===== config.mk =====
export PLATFORM = sky130hd
export DESIGN_NAME = bssc_ctrl
export DESIGN_NICKNAME = d
export VERILOG_FILES = /design/src/rtl/bssc_pkg.sv /design/src/rtl/bssc_ctrl.sv
export SDC_FILE = /design/constraint.sdc
export NUM_CORES = 1
export LEC_CHECK = 0
export ABC_AREA = 1
export BUFFER_PORTS_ARGS = -buffer_cell sky130_fd_sc_hd__buf_2
export CORE_AREA = 8 8 45 47
export DETAILED_ROUTE_END_ITERATION = 7
export DIE_AREA = 0 0 53 55
export PLACE_DENSITY = 0.51
export SLEW_MARGIN = 20
export SYNTH_ARGS = -nofsm -noshare
export SYNTH_HDL_FRONTEND = slang
export SYNTH_SLANG_ARGS = --single-unit
export TNS_END_PERCENT = 10

===== constraint.sdc =====
create_clock -name i_clk -period 0.8 [get_ports i_clk]
set_input_delay 0.04 -clock i_clk [delete_from_list [all_inputs] [get_ports i_clk]]
set_output_delay 0.04 -clock i_clk [all_outputs]
set_load 0.05 [all_outputs]

===== src/rtl/bssc_pkg.sv =====
`default_nettype none
package bssc_pkg;

    localparam int MAX_VALUE   = 128;
    localparam int COUNT_W     = 30;
    localparam int ENTRY_W     = 8;
    localparam int LIMIT_W     = 8;
    // wide enough for MAX_VALUE + 1 and for any 8-bit entry or limit
    localparam int VAL_W       = ($clog2(MAX_VALUE + 2) > 8) ? $clog2(MAX_VALUE + 2) : 9;
    localparam int TREE_LVLS   = $clog2(MAX_VALUE);
    localparam int TREE_LEAVES = 1 << TREE_LVLS;
    localparam int LVL_CNT_W   = $clog2(TREE_LVLS + 1);

    localparam logic [COUNT_W-1:0] COUNT_MODULUS = COUNT_W'(1000000007);
    localparam logic [LIMIT_W-1:0] LIMIT_RESET   = LIMIT_W'(128);

    typedef logic [COUNT_W-1:0] t_count;

    typedef struct packed {
        logic cell_upd;
        logic out_load;
    } t_ctrl_cmd;

    // sum of two residues, reduced once
    function automatic t_count mod_add2(input t_count a, input t_count b);
        logic [COUNT_W:0] s;
        logic [COUNT_W:0] d;
        s = {1'b0, a} + {1'b0, b};
        d = s - {1'b0, COUNT_MODULUS};
        mod_add2 = (s >= {1'b0, COUNT_MODULUS}) ? d[COUNT_W-1:0] : s[COUNT_W-1:0];
    endfunction

    // sum of three residues, reduced by 0, p or 2p
    function automatic t_count mod_add3(input t_count a, input t_count b, input t_count c);
        logic [COUNT_W+1:0] s;
        logic [COUNT_W+1:0] p1;
        logic [COUNT_W+1:0] p2;
        logic [COUNT_W+1:0] d1;
        logic [COUNT_W+1:0] d2;
        s  = {2'b00, a} + {2'b00, b} + {2'b00, c};
        p1 = {2'b00, COUNT_MODULUS};
        p2 = {1'b0, COUNT_MODULUS, 1'b0};
        d1 = s - p1;
        d2 = s - p2;
        if (s >= p2) begin
            mod_add3 = d2[COUNT_W-1:0];
        end else if (s >= p1) begin
            mod_add3 = d1[COUNT_W-1:0];
        end else begin
            mod_add3 = s[COUNT_W-1:0];
        end
    endfunction

endpackage
`default_nettype wire


===== src/rtl/bssc_ctrl.sv =====
`default_nettype none
module bssc_ctrl (
    input  wire logic           i_clk,
    input  wire logic           i_rst_n,
    input  wire logic           i_in_valid,
    input  wire logic           i_out_ready,
    output logic                o_in_ready,
    output logic                o_out_valid,
    output bssc_pkg::t_ctrl_cmd o_cmd
);
    import bssc_pkg::*;

    typedef enum logic [1:0] {
        S_IDLE,
        S_SUM,
        S_DONE
    } t_state;

    t_state                 r_state;
    logic [LVL_CNT_W-1:0]   r_lvl_cnt;
    logic                   r_out_valid;
    logic                   w_accept;
    logic                   w_out_free;

    assign o_in_ready  = (r_state == S_IDLE);
    assign o_out_valid = r_out_valid;
    assign w_accept    = i_in_valid && (r_state == S_IDLE);
    assign w_out_free  = !r_out_valid || i_out_ready;

    assign o_cmd.cell_upd = w_accept;
    assign o_cmd.out_load = (r_state == S_DONE) && w_out_free;

    always_ff @(posedge i_clk) begin
        if (!i_rst_n) begin
            r_state     <= S_IDLE;
            r_lvl_cnt   <= '0;
            r_out_valid <= 1'b0;
        end else begin
            // a load in the same cycle keeps valid high
            if (r_out_valid && i_out_ready && !o_cmd.out_load) begin
                r_out_valid <= 1'b0;
            end
            unique case (r_state)
                S_IDLE: begin
                    if (w_accept) begin
                        r_state   <= S_SUM;
                        r_lvl_cnt <= '0;
                    end
                end
                S_SUM: begin
                    // one adder-tree level settles per cycle
                    if (r_lvl_cnt == LVL_CNT_W'(TREE_LVLS - 1)) begin
                        r_state <= S_DONE;
                    end
                    r_lvl_cnt <= r_lvl_cnt + 1'b1;
                end
                S_DONE: begin
                    if (w_out_free) begin
                        r_out_valid <= 1'b1;
                        r_state     <= S_IDLE;
                    end
                end
                default: begin
                    r_state <= S_IDLE;
                end
            endcase
        end
    end
endmodule
`default_nettype wire


==> summary.md <==
| Metric | Value |
|---|---|
| Status | complete, but fails checks |
| Violated checks | setup timing |
| Total wire length | 693 µm |
| Most area-consuming cells after synthesis | dfxtp_1 (40%), inv_1 (9.9%), nand2_1 (9.9%), ha_1 (8.3%), nor2_1 (6.2%) |
| Die Wd | 53 µm |
| Via Count | 311 |
| Vias in the first global route | 293 |
| Int Power | 566 µW |
| Synth-to-Final Area Change | 62.8% |
| Yosys warning count | 0 |
| Largest net degree at the start of global routing | 7 |
| Sw Ratio | 0.275 |
| Psw | 215 µW |
| Crit path arrival time | 1.03 ns |
| Fin cells | 74 |
| NumNets Final | 65 |
| Synth Register Bits | 6 |
| RSZ-0062 raised after global routing | yes |
| Actual slew at the worst max-slew pin | 0.259 ns |
| Drt first pass iters | 3 |
| Critical path class | register to output port |
| Clk_skew | 0.00865 ns |
| Final WS setup | -0.273 ns |
| Initial antenna violation count | 0 |
| DR iter-0 viols | 1 |
| Nature of the critical path endpoint | output port |
| Pwr/cell area | 1580 nW/µm² |
| Starting Density | 0.219 |
| Comb pwr share | 0.188 |
| Reg clk slew, reported paths | 0.05 ns |
| Total Routing Usage GR | 0.0546 |
| Layout Utilization | 0.356 |
| Number of port buffers | 7 |
| Cell taking the most area after synthesis | dfxtp_1 |
| Core ar. | 1380 µm² |
| Clk pwr share | 0.392 |
| Post-synthesis sequential area ratio | 0.397 |
| Seq pwr share | 0.420 |
| Fillers | 145 |
| RePlAce Congestion | 0.718 |
| GR Overflow Total | 0 |
| CTS root buf | clkbuf_4 |
| Crit share post-route | 1.34 |
| Chip Height | 55 µm |
| Crit path time final | 1.07 ns |
| Max Root-Sink Buffers | 2 |
| Unique masters post-synth | 14 |
| Syn Nets | 49 |
| Max-cap viol count | 0 |
| Hold Slack | 0.0633 ns |
| Leakage | 0.218 nW |
| Slew Viols, Final | 0 |
| CTS Buf Count | 3 |
| CTS Sinks | 6 |
| TritonCTS clock tree | done |
| # IOs | 8 |
| Wire per inst | 9.36 µm |
| Post-detailed-route count of antenna-violating nets | 0 |
| Critical Path RT | 0.76 ns |
| Startpoint Class | register |
| Drt drc | 0 |
| Row cnt | 14 |
| Syn_area_per_cell | 7.04 µm² |
| Die area | 2920 µm² |
| Detailed placement HPWL | 548 µm |
| Final hold violation count | 0 |
| First-pass GRT wire length | 1.10 mm |
| FMAX | 932 MHz |
| Mapped Area | 303 µm² |
| Max IR drop VDD | 0.000557 V |
| TNS Setup | -1.56 ns |
| N_diodes | 0 |
| Vias per cell | 4.20 |
| Dpl ws | -0.190 ns |
| Fraction of layout instances using a drive strength above 1 | 0.534 |
| Headroom to the max-slew limit | 0.825 |
| Placed Cells | 68 |
| Worst hold path class | input pin to register |
| Top-area cell type share of the netlist area | 0.397 |
| Final Setup Violations | 9 |
| CP max FO | 2 |
| Clk Latency, worst-skew pair | 0.25 ns |
| Htree depth | 1 |
| Post-Synthesis Cells | 43 |
stage by stage:
step / cell area, µm² / power [mW]
4_1_cts: 473 / 0.783
5_1_grt: 493 / 0.824
2_1_floorplan: 335 / 0.415
3_3_place_gp: 402 / 0.447
3_5_place_dp: 402 / 0.448
6_report: 493 / 0.781
area by class of cell:
| cell class | instances | area, µm² | share of cell area |
|---|---|---|---|
| multi-input cells | 27 | 180 | 0.365 |
| repair buffers | 12 | 105 | 0.213 |
| inverters | 9 | 33.8 | 0.0685 |
| clock buffers | 4 | 26.3 | 0.0533 |
| flip-flops and latches | 6 | 128 | 0.259 |
| well taps | 16 | 20.0 | 0.0406 |
kinds of logic (layout without fill, tap and decap cells):
group	Yosys count	count (layout)	share of synthesized area
and+or+nand+nor	19	19	0.277
buffers and inverters	10	25	0.136
AOI/OAI and AO/OA	6	6	0.107
DFF	6	6	0.397
adders and majority gates	2	2	0.0826
worst max-delay path, cell delays in order (launching register included):
cell and delay, ns:
dfxtp_2 0.32, buf_6 0.11, nor2_4 0.11, nand2_2 0.07
inv_2 0.06, buf_8 0.13
placed cells by master (no fill, tap or decap):
cell type,count
nor2_4,1
o21ai_0,2
buf_4,4
o21a_1,1
a21oi_1,1
inv_2,2
nand3_2,1
clkbuf_1,1
buf_8,1
clkbuf_4,3
dfxtp_1,2
nor3_4,1
a21oi_2,2
nand4_1,2
ha_1,1
dfxtp_4,1
dfxtp_2,3
nand2_1,7
buf_2,3
ha_2,1
buf_6,4
nor2_1,3
inv_1,7
nor2_2,3
nand2_2,1
Yosys cell counts:
master	n
nor2_2	2
inv_1	8
buf_4	1
nor3_1	1
nand4_1	2
ha_1	2
inv_2	1
o21a_1	1
dfxtp_1	6
o21ai_0	2
nand2_1	8
a21oi_1	3
nor2_1	5
nand3_1	1
sequential cells by signal, summed over array words and instances, names as in the netlist:
register	count
o_out_valid	1
r_lvl_cnt	3
r_state	2
final timing paths:
path	start	to	slack, ns	cells after the start
max	r_state[1]	o_cmd[1]	-0.27	5
min	i_rst_n	r_lvl_cnt[2]	0.06	3
max reg2reg	r_state[1]	r_lvl_cnt[2]	-0.23	7
min reg2reg	r_lvl_cnt[1]	r_lvl_cnt[1]	0.52	2
power groups by stage:
stage          sequential (mW)  clock [mW]  combinational, mW
2_1_floorplan            0.331           0             0.0843
3_3_place_gp             0.332           0              0.115
3_5_place_dp             0.332           0              0.116
4_1_cts                  0.328       0.315              0.141
5_1_grt                  0.329       0.337              0.158
6_report                 0.328       0.306              0.147
what timing repair did:
| item | CTS | global route |
|---|---|---|
| setup buffers | 1 | 1 |
| resized for setup | 12 | 4 |
| setup endpoints to repair | 10 | 10 |
| pin swaps | 2 | 2 |
| hold buffers | 0 | 0 |
routing by layer:
metal	wire [µm]	global-route usage
met3	40	0.00802
met5	0	0
met1	296	0.0486
met4	30	0.0905
met2	325	0.0859
Note: power is estimated with default switching activity, not from simulation.
